[src/rtl/core/column_histogram_percentile_snr_unit_assert.svh]
// ----------------------------------------------------------------------------
// Column histogram percentile SNR unit: assertion macros
// Shared property forms for the checks at the end of the top level.
// ----------------------------------------------------------------------------
`ifndef COLUMN_HISTOGRAM_PERCENTILE_SNR_UNIT_ASSERT_SVH
`define COLUMN_HISTOGRAM_PERCENTILE_SNR_UNIT_ASSERT_SVH

// Antecedent and consequent in the same cycle.
`define CHPS_ASSERT_SAME(label, ante, cons, msg) \
    label: assert property (@(posedge clk) disable iff (!rst_n) (ante) |-> (cons)) \
        else $error(msg);

// Consequent in the cycle after the antecedent.
`define CHPS_ASSERT_NEXT(label, ante, cons, msg) \
    label: assert property (@(posedge clk) disable iff (!rst_n) (ante) |=> (cons)) \
        else $error(msg);

`endif

[src/rtl/core/chps_pkg.sv]
// ----------------------------------------------------------------------------
// chps_pkg
// Types and fixed constants of the column histogram percentile SNR unit.
// ----------------------------------------------------------------------------
package chps_pkg;

    localparam int SAMPLE_W   = 16;
    localparam int CNT_W      = 13;
    localparam int CUM_W      = CNT_W + 1;
    localparam int CFG_BC_W   = 9;
    localparam int CFG_W      = 16;
    localparam int CFG_IDX_W  = 2;
    localparam int BIN_OUT_W  = 8;
    localparam int SNR_W      = 14;
    localparam int LOG_W      = 32;
    localparam int FRAC_BITS  = 28;
    localparam int SCALE_W    = 26;
    localparam int PROD_W     = LOG_W + SCALE_W;
    localparam int RND_SHIFT  = 44;

    localparam logic [CNT_W-1:0]   COUNT_MAX     = 13'd8191;
    localparam logic [SCALE_W-1:0] SNR_SCALE_Q16 = 26'd39456604;

    localparam logic [CFG_IDX_W-1:0] REG_BIN_COUNT  = 2'd0;
    localparam logic [CFG_IDX_W-1:0] REG_BIN_UNIT   = 2'd1;
    localparam logic [CFG_IDX_W-1:0] REG_BG_THRESH  = 2'd2;
    localparam logic [CFG_IDX_W-1:0] REG_SIG_THRESH = 2'd3;

    typedef enum logic [3:0] {
        ST_CLEAR,
        ST_IDLE,
        ST_DIV,
        ST_RD,
        ST_WR,
        ST_UP_RD,
        ST_UP_EV,
        ST_DN_RD,
        ST_DN_EV,
        ST_LOGS_GO,
        ST_LOGS_WAIT,
        ST_LOGB_GO,
        ST_LOGB_WAIT,
        ST_MUL,
        ST_OUT
    } state_t;

endpackage

[src/rtl/core/chps_log2.sv]
// ----------------------------------------------------------------------------
// chps_log2
// Base-two logarithm in Q4.28 by repeated squaring, one fraction bit a cycle.
// ----------------------------------------------------------------------------
module chps_log2 #(
    parameter int K_W = 8
)
(
    input  logic                       clk,
    input  logic                       rst_n,
    input  logic                       start,
    input  logic [K_W-1:0]             k,
    output logic                       done,
    output logic [chps_pkg::LOG_W-1:0] log_q
);
    import chps_pkg::*;

    logic             busy_reg, busy_next;
    logic             done_reg, done_next;
    logic [4:0]       cnt_reg, cnt_next;
    logic [LOG_W-1:0] x_reg, x_next;
    logic [LOG_W-1:0] res_reg, res_next;
    logic [4:0]       top;
    logic [63:0]      prod;
    logic [33:0]      sq;
    logic             hi;

    always_comb
    begin
        top = '0;
        for (int i = 0; i < K_W; i++)
        begin
            if (k[i])
            begin
                top = 5'(i);
            end
        end
        prod      = 64'(x_reg) * 64'(x_reg);
        sq        = prod[63:30];
        // The square of a mantissa in [1,2) reaching 2 sets the next bit.
        hi        = (sq[33:31] != 3'b000);
        busy_next = busy_reg;
        done_next = 1'b0;
        cnt_next  = cnt_reg;
        x_next    = x_reg;
        res_next  = res_reg;
        if (start)
        begin
            busy_next = 1'b1;
            cnt_next  = 5'(FRAC_BITS - 1);
            x_next    = LOG_W'(k) << (5'd30 - top);
            res_next  = LOG_W'(top) << FRAC_BITS;
        end
        else if (busy_reg)
        begin
            x_next   = hi ? sq[32:1] : sq[31:0];
            res_next = res_reg | (LOG_W'(hi) << cnt_reg);
            if (cnt_reg == '0)
            begin
                busy_next = 1'b0;
                done_next = 1'b1;
            end
            else
            begin
                cnt_next = cnt_reg - 1'b1;
            end
        end
    end

    always_ff @(posedge clk or negedge rst_n)
    begin
        if (!rst_n)
        begin
            busy_reg <= 1'b0;
            done_reg <= 1'b0;
            cnt_reg  <= '0;
        end
        else
        begin
            busy_reg <= busy_next;
            done_reg <= done_next;
            cnt_reg  <= cnt_next;
        end
    end

    always_ff @(posedge clk)
    begin
        x_reg   <= x_next;
        res_reg <= res_next;
    end

    assign done  = done_reg;
    assign log_q = res_reg;

endmodule
[config.mk]
export PLATFORM = sky130hd
export DESIGN_NAME = chps_log2
export DESIGN_NICKNAME = d
export VERILOG_FILES = /design/src/rtl/core/column_histogram_percentile_snr_unit_assert.svh /design/src/rtl/core/chps_pkg.sv /design/src/rtl/core/chps_log2.sv
export SDC_FILE = /design/constraint.sdc
export NUM_CORES = 2
export LEC_CHECK = 0
export ABC_AREA = 1
export ABC_CLOCK_PERIOD_IN_PS = 10200
export BUFFER_PORTS_ARGS = -buffer_cell sky130_fd_sc_hd__buf_2
export CORE_ASPECT_RATIO = 1.2
export CORE_UTILIZATION = 30
export CTS_CLUSTER_DIAMETER = 80
export DETAILED_ROUTE_END_ITERATION = 8
export PLACE_DENSITY_LB_ADDON = 0.15
export SLEW_MARGIN = 10
export SYNTH_ARGS = -nofsm -noshare
export SYNTH_HDL_FRONTEND = slang
export SYNTH_SLANG_ARGS = --single-unit
[constraint.sdc]
create_clock -name clk -period 10.2 [get_ports clk]
set_input_delay 2.04 -clock clk [delete_from_list [all_inputs] [get_ports clk]]
set_output_delay 2.04 -clock clk [all_outputs]
set_load 0.01 [all_outputs]
Yosys cells after proc, flatten, opt, wreduce, memory -nomap -nowiden
Cells that the tools add are included.
{"block": "op_classes", "mul": 1, "addsub": 2, "n_mux": 21, "reduce_logical": 4, "shift": 2, "n_div": 0, "bitwise_logic": 1, "eq_ne": 1, "order_cmp": 0}
{"operator": "32-bit 2-to-1 mux", "count": 5}
{"operator": "32-bit by 32-bit multiplier with 64-bit output", "count": 1}
{"operator": "5-bit 2-to-1 mux", "count": 7}
{"operator": "32-bit bitwise OR", "count": 1}
{"operator": "1-bit by 5-bit << shifter with 32-bit output", "count": 1}
{"operator": "8-bit by 5-bit << shifter with 32-bit output", "count": 1}
{"operator": "1-bit 2-to-1 mux", "count": 7}
{"operator": "5-bit zero test", "count": 1}
{"operator": "5-bit by 1-bit subtractor with 5-bit output, second input constant", "count": 1}
{"operator": "5-bit subtractor, first input constant", "count": 1}
{"operator": "2-bit 2-to-1 mux", "count": 2}
{"operator": "3-bit nonzero test", "count": 1}
{"operator": "2-bit != test, second input constant", "count": 1}
{"operator": "2-bit AND reduction", "count": 1}
{"operator": "2-bit nonzero test", "count": 1}
{"block": "totals", "n_memories": 0, "output_inout_bits": 33, "inputBits": 11, "latch_bits": 0, "word_cells": 38, "reg_bits": 71, "ramBits": 0, "rom_bits": 0}

Logic depth before layout (Yosys ltp)
{"block": "depth", "depth_word": 10, "mapped_depth": 38, "depth_no_buf": 36}

Worst setup path after synthesis
No wires, ideal clock.
{"block": "synth_path", "path_kind": "register to register", "start": "reg x_reg[19]", "end": "reg x_reg[7] (data pin)", "arrival_ps": 6931, "setup_slack_ps": 3013, "required_ps": 9945, "path_stages_with_launch": 32, "path_buffers": 4, "setup_ps": 255, "period_less_slack_ps": 7187, "path_cell_list": "edfxtp_1 clkbuf_1 buf_1 nand2_1 fa_1 inv_1 fa_1 fa_1 inv_1 fa_1 inv_1 fa_1 fa_1 fa_1 fa_1 ha_1 nand2_1 inv_2 nand2_1 nor2_1 and3_1 nand2_1 nand2_1 nand2_1 nand2_1 nand2_1 nand2_1 nand3_2 buf_6 buf_2 o21ai_0 nor2_1"}
{"block": "synth_via", "elab_chain_cells": 5}
{"item": "from (decl)", "line": "chps_log2.sv:21", "text": "logic [LOG_W-1:0] x_reg, x_next;"}
{"item": "from (signal assigned)", "line": "chps_log2.sv:88", "text": "x_reg <= x_next;"}
{"item": "32-bit by 32-bit multiplier with 64-bit output (*)", "line": "chps_log2.sv:38", "text": "prod = 64'(x_reg) * 64'(x_reg);"}
{"item": "3-bit nonzero test", "line": "chps_log2.sv:41", "text": "hi = (sq[33:31] != 3'b000);"}
{"item": "32-bit 2-to-1 mux (*)", "line": "chps_log2.sv:56", "text": "x_next = hi ? sq[32:1] : sq[31:0];"}
{"item": "32-bit 2-to-1 mux (*)", "line": "chps_log2.sv:54", "text": "else if (busy_reg)"}
{"item": "32-bit 2-to-1 mux (*)", "line": "chps_log2.sv:47", "text": "if (start)"}
Mark *: on every way between the ends. The rest lies on a longest branch, timed or not. The select of a mux whose other input is x is not followed.
A chain may end at the register's enable or synchronous reset.

Final worst setup path
{"block": "layout_path", "start": "reg x_reg[6]", "end": "reg res_reg[29] (netlist: log_q[29]) (data pin)"}
{"block": "layout_via", "elab_chain_cells": 6}
{"item": "32-bit by 32-bit multiplier with 64-bit output", "line": "chps_log2.sv:38"}
{"item": "3-bit nonzero test", "line": "chps_log2.sv:41"}
{"item": "1-bit by 5-bit << shifter with 32-bit output", "line": "chps_log2.sv:57", "text": "res_next = res_reg | (LOG_W'(hi) << cnt_reg);"}
{"item": "32-bit bitwise OR", "line": "chps_log2.sv:57"}
{"item": "32-bit 2-to-1 mux", "line": "chps_log2.sv:54"}
{"item": "32-bit 2-to-1 mux", "line": "chps_log2.sv:47"}
{"item": "named net res_next[29]", "line": "chps_log2.sv:22", "text": "logic [LOG_W-1:0] res_reg, res_next;"}
{"item": "to (signal assigned)", "line": "chps_log2.sv:89", "text": "res_reg <= res_next;"}
{"item": "to (decl)", "line": "chps_log2.sv:22"}
The timed path passes the listed nets, and every way through them passes these cells. The select of a mux whose other input is x is not followed.

==> results.md <==
- Sequential area share after synthesis: 0.0545
- Syn avg cell area: about 8.2 um2
- RSZ-0062 raised after global routing: no
- Clk_lat worst skew: about 0.37 ns
- Hold crit path type: flip-flop to flip-flop
- Hold_buf cts: 0
- Cell area after synthesis: approximately 33000 um2
- Met2 Use GR: 0.342
- Die H: 367 um
- Critical path's largest stage delay: 1.04 ns
- Layout net count: ~5k
- Gpl congestion: roughly 0.92
- Synth warn: 0
- Fmax: around 0.11 GHz
- Starting Density: 0.304
- Setup TNS Final: 0 ns
- P&R area growth vs syn: 6.58%
- Register-to-Register Path Depth: 34
- R2r endpoint: log_q[29]$_DFFE_PP_
- Flop-to-flop setup slack: 1.37 ns
- Synth Net Count: roughly 5.2k
- H-Tree Depth: 3
- Vias: around 24k
- Pin count of the biggest net entering global routing: 43
- CP Capture Point: log_q[29]$_DFFE_PP_
- Share of the clock period used by the worst path: 0.866
- Post-cts sizing count: 0
- Synth area leader: fa_1
- Setup Skew: 0.0113 ns
- DRT antenna net count: 0
- FF-to-FF Start: x_reg[6]$_SDFFCE_PP0P_
- Post-CTS Setup Bufs: 0
- Die X: 306 um
- Layer with the highest usage: met2
- Reg clk slew, reported paths: 0.07 ns
- Ant diodes: 0
- Startpoint types: flip-flop
- DP HPWL: between 80000 and 90000 um
- GR Util met3: 0.0135
- Crit path kind: flip-flop to flip-flop
- TritonCTS clock tree: built
- DRT iter0 DRCs: about 1.1k
- Post-Syn Instances: ~4k
- Core area: between 100000 and 150000 um2
- Final setup violating endpoints: 0
- Die Area: between 100000 and 150000 um2
- Max-slew violation count: 0
- Number of synthesized register bits: 71
- Final min period: 8.83 ns
- Status: completed
- Vias in the first global route: 27.2k
- Routed WL: 98700 um
- CTS Sinks: between 70 and 80
- CTS root buffer: clkbuf_16
- Critical path data arrival time: ~9.1 ns
- Max stage delay cell, worst path: edfxtp_1
- Routed len/inst: 18.1 um
- Number of port buffers: 43
- # DRC: 0
- Most frequent CP cell: nand2_1
- HP Start: log_q[18]$_SDFFE_PP0P_
- Setup crit end kind: flip-flop
- Total gr overflow: 0
- Final hold violations: 0
- GR met1 Demand/Resource: 0.225
- MaxCap Viol Count: 0
- Top-area cell type share of the netlist area: 0.482
- Unique masters post-synth: 48
- # rows: around 130
- Worst Setup SP: x_reg[6]$_SDFFCE_PP0P_
- Initial antenna violation count: 1
- GRT Total Usage: 0.183
- Top Ports: between 40 and 50
- Synth top area cells: fa_1 48%, inv_1 15%, ha_1 11%, nand2_1 9.8%, edfxtp_1 3.2%
- Drt via density: approximately 4.4
- Worst-Margin Slew: 1.06 ns
- Pre-antenna DRT Iters: 5
- Clock Path Buffers: 2
- Worst rel slew slack: 0.290
- CP max FO: 38
- Layout cell share with drive strength beyond 1: 0.0393
- First-pass GRT wire length: roughly 160000 um
- Worst EP required: 10.44 ns
- CTS buffer count: 9
-- cell usage in the layout, fill, tap and decap left out, types with 6 or more instances in the layout --
master,instances
a21o_1,11
a21oi_1,106
a31oi_1,6
buf_2,43
buf_4,50
clkbuf_16,10
dfrtp_1,7
dfxtp_1,28
edfxtp_1,36
fa_1,803
ha_1,283
inv_1,1312
inv_2,17
nand2_1,874
nand3_1,54
nand4_1,7
nor2_1,171
nor3_1,10
nor3_2,12
o21ai_0,53
o21ai_1,16
o21bai_1,16
or2_2,6
xnor2_1,28
xor2_1,29
-- final cells by class --
class                           count  area [um2]
Clock buffer                       10         250
Clock inverter                      6        48.8
Fill cell                       11900       74300
Inverter                         1331        5000
Multi-Input combinational cell   2534       26100
Sequential cell                    71        1820
Tap cell                         1417        1770
Timing Repair Buffer               94         611
-- how the worst min path moves through the flow --
| stage | slack, ns | depth (start not counted) | endpoint |
|---|---|---|---|
| finish | 0.45 | 2 | log_q[18]$_SDFFE_PP0P_ |
| global route | 0.47 | 2 | log_q[14]$_SDFFE_PP0P_ |
| CTS | 0.45 | 2 | log_q[26]$_SDFFE_PP0P_ |
| detailed placement | 0.44 | 2 | log_q[26]$_SDFFE_PP0P_ |
| global placement | 0.44 | 2 | log_q[4]$_SDFFE_PP0P_ |
| floorplan | 0.47 | 2 | log_q[0]$_SDFFE_PP0P_ |
-- cells by family (layout without fill, tap and decap cells) --
kind of cell | count (synthesis) | count (layout) | synth area share
buf+inv | 1453 | 1441 | 0.164
simple gates | 1156 | 1156 | 0.138
fa+ha+maj | 1086 | 1086 | 0.588
compound gates | 234 | 234 | 0.0397
flops | 71 | 71 | 0.0545
xor+xnor | 57 | 57 | 0.0150
mux | 1 | 1 | 0.000300
-- Yosys cell counts, drive strengths merged --
| library cell | count |
|---|---|
| edfxtp | 36 |
| a22oi | 2 |
| clkinv | 2 |
| a31oi | 6 |
| mux2i | 1 |
| o211ai | 5 |
| a21boi | 2 |
| xor2 | 29 |
| clkbuf | 103 |
| nand4 | 7 |
| o21ai | 69 |
| o221ai | 3 |
| nand3 | 56 |
| a21o | 11 |
| o22ai | 3 |
| nand2 | 877 |
| nor2 | 175 |
| nand3b | 4 |
| and3 | 5 |
| a21oi | 108 |
| a31o | 2 |
| o2111ai | 1 |
| nor4 | 3 |
| fa | 803 |
| a32oi | 1 |
| or2 | 6 |
| dfxtp | 28 |
| and2 | 1 |
| inv | 1329 |
| dfrtp | 7 |
| buf | 19 |
| a211oi | 1 |
| xnor2 | 28 |
| ha | 283 |
| o21a | 4 |
| o21bai | 16 |
| nor3 | 22 |
-- through the flow --
| step | cells | setup WS, ns | hold slack, ns | area, um2 | util |
|---|---|---|---|---|---|
| 3_3_place_gp | 5447 | 1.43 | 0.436 | 35200 | 0.321 |
| 3_5_place_dp | 5447 | 1.40 | 0.440 | 35200 | 0.321 |
| 4_1_cts | 5463 | 1.36 | 0.451 | 35500 | 0.324 |
| 5_1_grt | 5463 | 0.802 | 0.469 | 35500 | 0.324 |
| 6_report | 5463 | 1.37 | 0.447 | 35500 | 0.324 |
| 2_1_floorplan | 4058 | 3.01 | 0.474 | 33400 | - |
-- routing by layer --
metal | vias up | routed length (um)
li1 | 11500 | -
met1 | 12000 | 41300
met2 | 309 | 52200
met3 | 116 | 2220
met4 | 0 | 2900
met5 | - | 0
-- critical path: cells and delay by family (launching register included) --
family / cells / cell delay (ns)
compound gates: 1 / 0.12
flops: 1 / 1.04
simple gates: 18 / 1.96
fa+ha+maj: 9 / 4.43
buf+inv: 6 / 1.11
Power is not shown: default switching activity piles up to over one toggle a cycle in this logic, so the estimate is an artifact.
