**src/rtl/core/column_histogram_percentile_snr_unit_assert.svh**
```systemverilog
// ----------------------------------------------------------------------------
// Column histogram percentile SNR unit: assertion macros
// Shared property forms for the checks at the end of the top level.
// ----------------------------------------------------------------------------
`ifndef COLUMN_HISTOGRAM_PERCENTILE_SNR_UNIT_ASSERT_SVH
`define COLUMN_HISTOGRAM_PERCENTILE_SNR_UNIT_ASSERT_SVH

// Antecedent and consequent in the same cycle.
`define CHPS_ASSERT_SAME(label, ante, cons, msg) \
    label: assert property (@(posedge clk) disable iff (!rst_n) (ante) |-> (cons)) \
        else $error(msg);

// Consequent in the cycle after the antecedent.
`define CHPS_ASSERT_NEXT(label, ante, cons, msg) \
    label: assert property (@(posedge clk) disable iff (!rst_n) (ante) |=> (cons)) \
        else $error(msg);

`endif

```
**src/rtl/core/chps_pkg.sv**
```systemverilog
// ----------------------------------------------------------------------------
// chps_pkg
// Types and fixed constants of the column histogram percentile SNR unit.
// ----------------------------------------------------------------------------
package chps_pkg;

    localparam int SAMPLE_W   = 16;
    localparam int CNT_W      = 13;
    localparam int CUM_W      = CNT_W + 1;
    localparam int CFG_BC_W   = 9;
    localparam int CFG_W      = 16;
    localparam int CFG_IDX_W  = 2;
    localparam int BIN_OUT_W  = 8;
    localparam int SNR_W      = 14;
    localparam int LOG_W      = 32;
    localparam int FRAC_BITS  = 28;
    localparam int SCALE_W    = 26;
    localparam int PROD_W     = LOG_W + SCALE_W;
    localparam int RND_SHIFT  = 44;

    localparam logic [CNT_W-1:0]   COUNT_MAX     = 13'd8191;
    localparam logic [SCALE_W-1:0] SNR_SCALE_Q16 = 26'd39456604;

    localparam logic [CFG_IDX_W-1:0] REG_BIN_COUNT  = 2'd0;
    localparam logic [CFG_IDX_W-1:0] REG_BIN_UNIT   = 2'd1;
    localparam logic [CFG_IDX_W-1:0] REG_BG_THRESH  = 2'd2;
    localparam logic [CFG_IDX_W-1:0] REG_SIG_THRESH = 2'd3;

    typedef enum logic [3:0] {
        ST_CLEAR,
        ST_IDLE,
        ST_DIV,
        ST_RD,
        ST_WR,
        ST_UP_RD,
        ST_UP_EV,
        ST_DN_RD,
        ST_DN_EV,
        ST_LOGS_GO,
        ST_LOGS_WAIT,
        ST_LOGB_GO,
        ST_LOGB_WAIT,
        ST_MUL,
        ST_OUT
    } state_t;

endpackage

```
**src/rtl/core/chps_div.sv**
```systemverilog
// ----------------------------------------------------------------------------
// chps_div
// Restoring divider, one quotient bit per cycle. A zero divisor acts as one.
// ----------------------------------------------------------------------------
module chps_div
(
    input  logic                          clk,
    input  logic                          rst_n,
    input  logic                          start,
    input  logic [chps_pkg::SAMPLE_W-1:0] dividend,
    input  logic [chps_pkg::SAMPLE_W-1:0] divisor,
    output logic                          done,
    output logic [chps_pkg::SAMPLE_W-1:0] quotient
);
    import chps_pkg::*;

    localparam int CNT_BITS = $clog2(SAMPLE_W);

    logic                busy_reg, busy_next;
    logic                done_reg, done_next;
    logic [CNT_BITS-1:0] cnt_reg, cnt_next;
    logic [SAMPLE_W-1:0] rem_reg, rem_next;
    logic [SAMPLE_W-1:0] quo_reg, quo_next;
    logic [SAMPLE_W-1:0] div_reg, div_next;
    logic [SAMPLE_W:0]   trial;
    logic [SAMPLE_W:0]   diff;
    logic                fits;

    always_comb
    begin
        trial     = {rem_reg, quo_reg[SAMPLE_W-1]};
        diff      = trial - {1'b0, div_reg};
        fits      = (trial >= {1'b0, div_reg});
        busy_next = busy_reg;
        done_next = 1'b0;
        cnt_next  = cnt_reg;
        rem_next  = rem_reg;
        quo_next  = quo_reg;
        div_next  = div_reg;
        if (start)
        begin
            busy_next = 1'b1;
            cnt_next  = CNT_BITS'(SAMPLE_W - 1);
            rem_next  = '0;
            quo_next  = dividend;
            div_next  = (divisor == '0) ? SAMPLE_W'(1) : divisor;
        end
        else if (busy_reg)
        begin
            rem_next = fits ? diff[SAMPLE_W-1:0] : trial[SAMPLE_W-1:0];
            quo_next = {quo_reg[SAMPLE_W-2:0], fits};
            if (cnt_reg == '0)
            begin
                busy_next = 1'b0;
                done_next = 1'b1;
            end
            else
            begin
                cnt_next = cnt_reg - 1'b1;
            end
        end
    end

    always_ff @(posedge clk or negedge rst_n)
    begin
        if (!rst_n)
        begin
            busy_reg <= 1'b0;
            done_reg <= 1'b0;
            cnt_reg  <= '0;
        end
        else
        begin
            busy_reg <= busy_next;
            done_reg <= done_next;
            cnt_reg  <= cnt_next;
        end
    end

    always_ff @(posedge clk)
    begin
        rem_reg <= rem_next;
        quo_reg <= quo_next;
        div_reg <= div_next;
    end

    assign done     = done_reg;
    assign quotient = quo_reg;

endmodule

```
**config.mk**
```make
export PLATFORM = sky130hd
export DESIGN_NAME = chps_div
export DESIGN_NICKNAME = d
export VERILOG_FILES = /design/src/rtl/core/column_histogram_percentile_snr_unit_assert.svh /design/src/rtl/core/chps_pkg.sv /design/src/rtl/core/chps_div.sv
export SDC_FILE = /design/constraint.sdc
export NUM_CORES = 1
export LEC_CHECK = 0
export BUFFER_PORTS_ARGS = -buffer_cell sky130_fd_sc_hd__buf_2
export CAP_MARGIN = 15
export CORE_ASPECT_RATIO = 0.6
export CORE_MARGIN = 3
export CORE_UTILIZATION = 41
export CTS_BUF_LIST = sky130_fd_sc_hd__clkbuf_8
export DETAILED_ROUTE_END_ITERATION = 6
export GPL_TIMING_DRIVEN = 0
export PLACE_DENSITY_LB_ADDON = 0.25
export RECOVER_POWER = 100
export SLEW_MARGIN = 15
export SYNTH_ARGS = -nofsm -noshare
export SYNTH_HDL_FRONTEND = slang
export SYNTH_SLANG_ARGS = --single-unit
```
**constraint.sdc**
```tcl
create_clock -name clk -period 2.3 [get_ports clk]
set_input_delay 0.23 -clock clk [delete_from_list [all_inputs] [get_ports clk]]
set_output_delay 0.23 -clock clk [all_outputs]
set_load 0.05 [all_outputs]
```
# == After elaboration in Yosys (flattened, before gate mapping) ==
# Cells that the tools add are included.
# totals
inputBits,35
regBits,54
out_inout_bits,17
elab_cells,26
# op_classes
addsub,2
eq_ne,1
order_cmp,1
n_mux,12
reduce_logical,4
# ops
operator,n
$mux 16,3
$ge 17x16->1,1
$logic_not 16->1,1
$sub 16x16->16,1
$mux 4,3
$mux 1,6
$logic_not 4->1,1
$sub 4x1->4 const B,1
$ne 2x2->1 const B,1
$reduce_and 2->1,1
$reduce_bool 2->1,1

# == Logic depth before layout (Yosys ltp) ==
# Gate-level depths: netlist of the first run.
# logic_depth
depth_word,4
depth_mapped,11
depth_no_buf,10

# == Worst setup path before layout of the first run ==
# No wires, ideal clock.
# synth_path
kind,reg-to-reg
start,"register quo_reg[15], in the netlist quotient[15]"
end,register rem_reg[14]
synth_period_minus_slack_ps,2693
slack_ps,-393
required_ps,2183
path_buffers,0
t_arrival_ps,2575
path_stages_with_launch,11
path_cell_list,edfxtp_1 -> inv_1 -> ha_1 -> fa_1 -> nor2b_1 -> o31a_1 -> o31a_1 -> or4_4 -> a31oi_2 -> mux2i_1 -> nand2_1
# synth_via
elab_chain_cells,2
elab_cells_between_ends,3
classes_between,add/sub: 1; order compare: 1; mux: 1
# synth_rtl
item,line_no,source
"start, declared",chps_div.sv:23,"logic [SAMPLE_W-1:0] quo_reg, quo_next;"
"start signal, assigned",chps_div.sv:83,quo_reg <= quo_next;
$sub 16x16->16 or $ge 17x16->1 (tied branches),"chps_div.sv:32, chps_div.sv:33",
$mux 16 *,chps_div.sv:50,rem_next = fits ? diff[SAMPLE_W-1:0] : trial[SAMPLE_W-1:0];
"end signal, assigned",chps_div.sv:82,rem_reg <= rem_next;
"end, declared",chps_div.sv:22,"logic [SAMPLE_W-1:0] rem_reg, rem_next;"
# Mark *: on every way between the ends. The rest lies on a longest branch, timed or not.
# A chain may end at the register's enable or synchronous reset.

# == Worst setup path in the final report of the first run ==
# layout_path
start,register rem_reg[1]
end,register rem_reg[14]
# layout_via
elab_chain_cells,2
elab_cells_between_ends,3
classes_between,add/sub: 1; order compare: 1; mux: 1
# layout_rtl
item,line_no
$sub 16x16->16 or $ge 17x16->1 (tied branches),"chps_div.sv:32, chps_div.sv:33"
$mux 16 *,chps_div.sv:50
# Marked as above.

==> results.yml, run 1 <==
global_route:
  grt_pass1_wl_um: 13200
  grt_pass1_vias: 2428
  grt_util_all_layers_pct: 19.6
  met1_usage_pct: 29.8
  met2_usage_pct: 28.2
  busiest_layer: "met1"
  gr-total-overflow: 0
  met3_usage_pct: 4.46
  grt_start_max_net_pins: 18
  antenna_found_initial: 0
drt:
  final_antenna_net_count: 0
  drc: 0
  first_pass_iters: 5
  vias: 2657
  first_iter_violations: 232
  post_drt_wl_per_cell_um: 16.6
  wl_um: 8200
  vias_per_cell: 5.39
critical_path:
  crit_path_end_kind: "flop"
  cp.required_ns: 2.52
  crit_slowest_cell: "or4_4"
  critPathMaxStageDelay_ns: 0.51
  crit_buf_inv: 0
  critPathTopFamily: "simple AND/OR/NAND/NOR gates"
  arrival_ns: 2.74
  crit_path_cell_trace: "ha_1 -> nor2b_2 -> o31a_1 -> o31a_1 -> or4_4 -> a31oi_4 -> mux2i_1 -> nand2_1"
  cp-start-kind: "flop"
  crit_type: "reg -> reg"
  cp_max_fo: 4
  cp_common_cell: "o31a_1"
place:
  dp_hpwl_um: 5640
  place.gp.congestion: 0.863
  portBuffers: 51
  dp.cells: 461
min_path:
  hold_path.class: "in -> reg"
layout:
  fill_cells: 631
  final_cell_mix: "46 x clkbuf_1, 32 x edfxtp_1, 26 x nor2_1, 26 x buf_2, 23 x nand2_1"
  multiInputGateArea_sq_um: 1740
  antennaDiodeCount: 0
  drive_gt1_share_pct: 33.6
  regArea_sq_um: 1430
  final_common_cell: "clkbuf_1"
  utilization_pct: 57.7
  syn_to_final_growth_pct: 29.8
  fin_nets: 445
  final_cells: 493
cts:
  clkTransAtPathRegs_ns: 0.10
  worstSkewPairLatency_ns: 0.32
  htree_levels: 2
  clock-sinks: 54
  clockRootBuffer: "clkbuf_8"
  cts.path.max_buffers: 2
  cts_tree: "yes"
  cts-buffers-inserted: 5
power_and_ir_drop:
  cellLeakagePower_nw: 1.62
  vdd_drop_max_uv: 387
  p_per_area_nw_per_um2: 1110
timing:
  hold_viol_final: 0
  fin_crit_ns: 2.52
  fmax_mhz: 397
  worst-slew-pin-transition_ns: 0.873
  maxSlewViolCount: 0
  worst_clock_skew_ns: 0.0106
  rsz0062_at_grt: "true"
  fin_ws_ns: -0.217
  slew_headroom_pct: 41.8
  post-route-period-util_pct: 109
  setup_violations: 12
floorplanning:
  dieHeight_um: 73.6
  coreArea_sq_um: 7020
  row_count: 23
  initial_core_util_pct: 44.5
  ios: 52
  dieWidth_um: 119
  dieArea_sq_um: 8730
status:
  failed_checks: "negative setup slack"
  status: "finished with violations"
synthesis:
  synthCells: 310
  async_flop_share_pct: 11.1
  synth_flop_cell: "edfxtp_1"
  synth_area_leaders: "edfxtp_1 31%, dfxtp_1 10%, ha_1 6.8%"
  ys_seq_area_share_pct: 45.9
  synthesis.nets: 363
  syn_avg_cell_area_sq_um: 10.1
  yosys.area.top_type_share_pct: 30.8
  synth-seq-cells: 54
  ys_warn_count: 0
  synth_top_area_cell: "edfxtp_1"
  synth-edff-count: 32
  yosysUniqueCellTypes: 53
  syn_area_sq_um: 3120
run:
  maxCapViolations: 0
-- through the flow --
| step | power (mW) | TNS (ns) | setup WS [ns] | hold slack [ns] | area (sq um) |
|---|---|---|---|---|---|
| 3_3_place_gp | 3.11 | -1.52 | -0.264 | 0.0611 | 3530 |
| 3_5_place_dp | 3.15 | -1.81 | -0.262 | 0.0608 | 3530 |
| 6_report | 4.51 | -0.843 | -0.217 | 0.170 | 4050 |
| 4_1_cts | 4.10 | -0.355 | -0.194 | 0.161 | 3920 |
| 5_1_grt | 4.77 | -3.00 | -0.357 | 0.169 | 4050 |
| 2_1_floorplan | 2.71 | -0.639 | -0.362 | -0.0656 | 3150 |
-- path summary, 6_finish.rpt --
kind                                   from           to  slack (ns)  cells past startpoint
worst max-delay path             rem_reg[1]  rem_reg[14]       -0.22                      8
worst min-delay path             divisor[6]   div_reg[6]        0.17                      2
worst max register to register   rem_reg[1]  rem_reg[14]       -0.22                      8
worst min register to register  rem_reg[11]  rem_reg[11]        0.49                      2
max in group asynchronous             rst_n   cnt_reg[3]        1.75                      2
min in group asynchronous             rst_n   cnt_reg[0]        0.30                      2
-- timing repair --
action	CTS	global route
cloned	0	2
setup buffers	18	3
pin swaps	12	17
resized for setup	29	26
endpoints found under the setup margin	16	17
endpoints found under the hold margin	6	0
hold buffers	1	0
-- report_power, final --
part | internal (mW) | total, mW | switching [mW]
Combinational | 1.25 | 2.54 | 1.29
Clock | 0.212 | 0.543 | 0.332
Sequential | 1.22 | 1.43 | 0.207
-- layout make-up --
class | count | share of cell area, %
buffer | 25 | 3.06
clock buffer | 5 | 1.70
clock inverter | 3 | 0.432
inverter | 22 | 2.04
multi-input combinational | 209 | 42.8
sequential | 54 | 35.4
tap | 100 | 3.09
timing repair buffer | 75 | 11.5
-- synthesized netlist by cell type, types with 6 or more instances --
cell type / count
edfxtp_1: 32
nand2_1: 28
nor2_1: 28
inv_1: 22
clkbuf_1: 21
ha_1: 17
dfxtp_1: 16
mux2_2: 16
a21oi_1: 15
o21ai_0: 12
xnor2_1: 8
dfrtp_1: 6
nand3_1: 6
nor3_1: 6
-- kinds of logic after synthesis --
family          Yosys count  synth area share, %
compound gates           68                 16.7
mux                      19                 6.73
xor+xnor                 10                 2.81
buf+inv                  47                 6.13
fa+ha+maj                18                 7.45
simple gates             94                 14.3
flops                    54                 45.9
-- layer usage --
metal	part of all wire [%]	up-vias
met5	0	-
met1	50	1279
met4	1.2	0
met3	6.7	9
li1	-	1277
met2	42	92
(Power assumes the default switching activity.)
==> run 2, diff against run 1 <==
--- a/config.mk
+++ b/config.mk
@@ -6,10 +6,11 @@
 export NUM_CORES = 1
 export LEC_CHECK = 0
 export BUFFER_PORTS_ARGS = -buffer_cell sky130_fd_sc_hd__buf_2
-export CAP_MARGIN = 15
+export CELL_PAD_IN_SITES_DETAIL_PLACEMENT = 0
+export CELL_PAD_IN_SITES_GLOBAL_PLACEMENT = 2
 export CORE_ASPECT_RATIO = 0.6
 export CORE_MARGIN = 3
-export CORE_UTILIZATION = 41
+export CORE_UTILIZATION = 33
 export CTS_BUF_LIST = sky130_fd_sc_hd__clkbuf_8
 export DETAILED_ROUTE_END_ITERATION = 6
 export GPL_TIMING_DRIVEN = 0
==> run 2 against run 1 <==
The run still ends with negative setup slack left. Non-clock buffer count increased by 2. Routed wire length increased by 2.9%. Clock skew decreased by 0.0061 ns. Worst hold slack improved by 0.0050 ns. Flip-flop and latch count unchanged. Clock power increased by 5.9%. Die area increased by 23%. Utilization decreased by 9.9 points. Worst setup slack got worse by 0.056 ns. Final area increased by 4.3%. Largest cell class unchanged. Highest routed layer unchanged.
==> results.yml, run 2 (synthesis results as in run 1) <==
status:
  status: "finished with violations"
  failed_checks: "negative setup slack"
min_path:
  min_path_cells: 2
  hold_path.class: "in -> reg"
  hp-start: "divisor[1]"
  min_to: "div_reg[1]"
layout:
  syn_to_final_growth_pct: 35.4
  final_common_cell: "clkbuf_1"
  multiInputGateArea_sq_um: 1880
  drive_gt1_share_pct: 35.2
  utilization_pct: 47.8
  antennaDiodeCount: 0
  final_cells: 521
  final_area_sq_um: 4230
  final_cell_mix: "51 x clkbuf_1, 32 x edfxtp_1, 25 x nor2_1"
  fill_cells: 883
  regArea_sq_um: 1430
  fin_nets: 447
timing:
  rsz0062_at_grt: "true"
  fmax_mhz: 389
  worst-slew-pin-transition_ns: 0.923
  fin_ws_ns: -0.273
  hold_viol_final: 0
  slew_headroom_pct: 38.5
  holdWs_ns: 0.175
  worst_clock_skew_ns: 0.00451
  setup_violations: 9
  post-route-period-util_pct: 112
  fin_crit_ns: 2.57
  maxSlewViolCount: 0
  tns_ns: -0.754
global_route:
  grt_start_max_net_pins: 18
  grt_pass1_vias: 2481
  gr-total-overflow: 0
  grt_pass1_wl_um: 13200
  grt_util_all_layers_pct: 16.0
  antenna_found_initial: 0
floorplanning:
  dieWidth_um: 132
  coreArea_sq_um: 8850
  ios: 52
  row_count: 26
  initial_core_util_pct: 35.3
  dieArea_sq_um: 10700
  dieHeight_um: 81.3
cts:
  cts.path.max_buffers: 2
  clockRootBuffer: "clkbuf_8"
  htree_levels: 2
  cts_tree: "yes"
  cts-buffers-inserted: 5
  clkTransAtPathRegs_ns: 0.10
  clock-sinks: 54
  worstSkewPairLatency_ns: 0.32
power_and_ir_drop:
  power_mw: 4.69
  comb_power_share_pct: 57.7
  p_sw_mw: 1.92
  cellLeakagePower_nw: 1.66
  power_frac_seq_pct: 30.0
  p_per_area_nw_per_um2: 1110
  vdd_drop_max_uv: 464
  internal_power_mw: 2.76
  swShare_pct: 41.0
  power.share.clock_pct: 12.3
critical_path:
  cp.required_ns: 2.52
  crit_type: "reg -> reg"
  critPathMaxStageDelay_ns: 0.52
  crit_path_end_kind: "flop"
  r2r_cells: 10
  crit_slowest_cell: "or4_4"
  cp_max_fo: 3
  cp_common_cell: "o31a_1"
  r2r-end: "rem_reg[14]"
  arrival_ns: 2.80
  reg2reg_slack_ns: -0.27
  crit_path_cell_trace: "inv_2 -> ha_4 -> fa_2 -> nor2b_2 -> o31a_1 -> o31a_1 -> or4_4 -> a31oi_4 -> mux2i_1 -> nand2_1"
  crit-reg2reg-launch: "quotient[15]"
  cp-start-kind: "flop"
drt:
  vias: 2545
  wl_um: 8430
  first_pass_iters: 4
  final_antenna_net_count: 0
  post_drt_wl_per_cell_um: 16.2
  first_iter_violations: 145
  drc: 0
  vias_per_cell: 4.88
place:
  dp_hpwl_um: 5950
  place_area_sq_um: 3560
  place_worst_setup_slack_ns: -0.307
  portBuffers: 51
  place.gp.congestion: 0.840
  dp.cells: 487
run:
  maxCapViolations: 0
==> run 2: repair_timing <==
action                     in CTS  in global routing
setup endpoints to repair      17                 17
gates cloned                    1                  0
pin swaps                      16                 19
hold endpoints to repair        6                  0
setup buffers                  21                  5
hold buffers                    1                  0
resized for setup              37                 54
==> run 2: critical path: cells and delay by family (launching register included) <==
kind	cells	cell delay, ns
AOI/OAI and AO/OA	3	0.78
and+or+nand+nor	3	0.63
DFF	1	0.43
adders and majority gates	2	0.36
muxes	1	0.20
buffers and inverters	1	0.09
==> run 2: power by group through the flow <==
stage          registers, mW  clock network [mW]  logic, mW
3_3_place_gp            1.37                   0       1.76
5_1_grt                 1.43               0.627       2.91
4_1_cts                 1.38               0.595       2.29
6_report                1.41               0.575       2.71
3_5_place_dp            1.37                   0       1.76
2_1_floorplan           1.47                   0       1.25
==> run 2: worst max-delay path by stage <==
stage / startpoint / endpoint / depth (start not counted) / slack [ns]
floorplan: quotient[15] / rem_reg[14] / 10 / -0.36
finish: quotient[15] / rem_reg[14] / 10 / -0.27
global route: quotient[15] / rem_reg[14] / 10 / -0.33
global placement: quotient[15] / rem_reg[14] / 10 / -0.32
CTS: quotient[15] / rem_reg[14] / 10 / -0.26
detailed placement: quotient[15] / rem_reg[14] / 10 / -0.31
==> run 2: layer usage <==
metal | routed length (um) | track usage [%] | up-vias
met5 | 0 | 0 | -
met4 | 106 | 5.03 | 0
met3 | 394 | 3.22 | 10
met2 | 3330 | 21.4 | 50
met1 | 4600 | 25.1 | 1202
li1 | - | - | 1283
==> run 2: area by class of cell <==
type / count / area share (%)
Multi-Input combinational cell: 209 / 44.4
Clock buffer: 6 / 1.95
Buffer: 23 / 2.31
Tap cell: 126 / 3.73
Timing Repair Buffer: 79 / 11.5
Sequential cell: 54 / 33.9
Clock inverter: 2 / 0.296
Inverter: 22 / 1.95
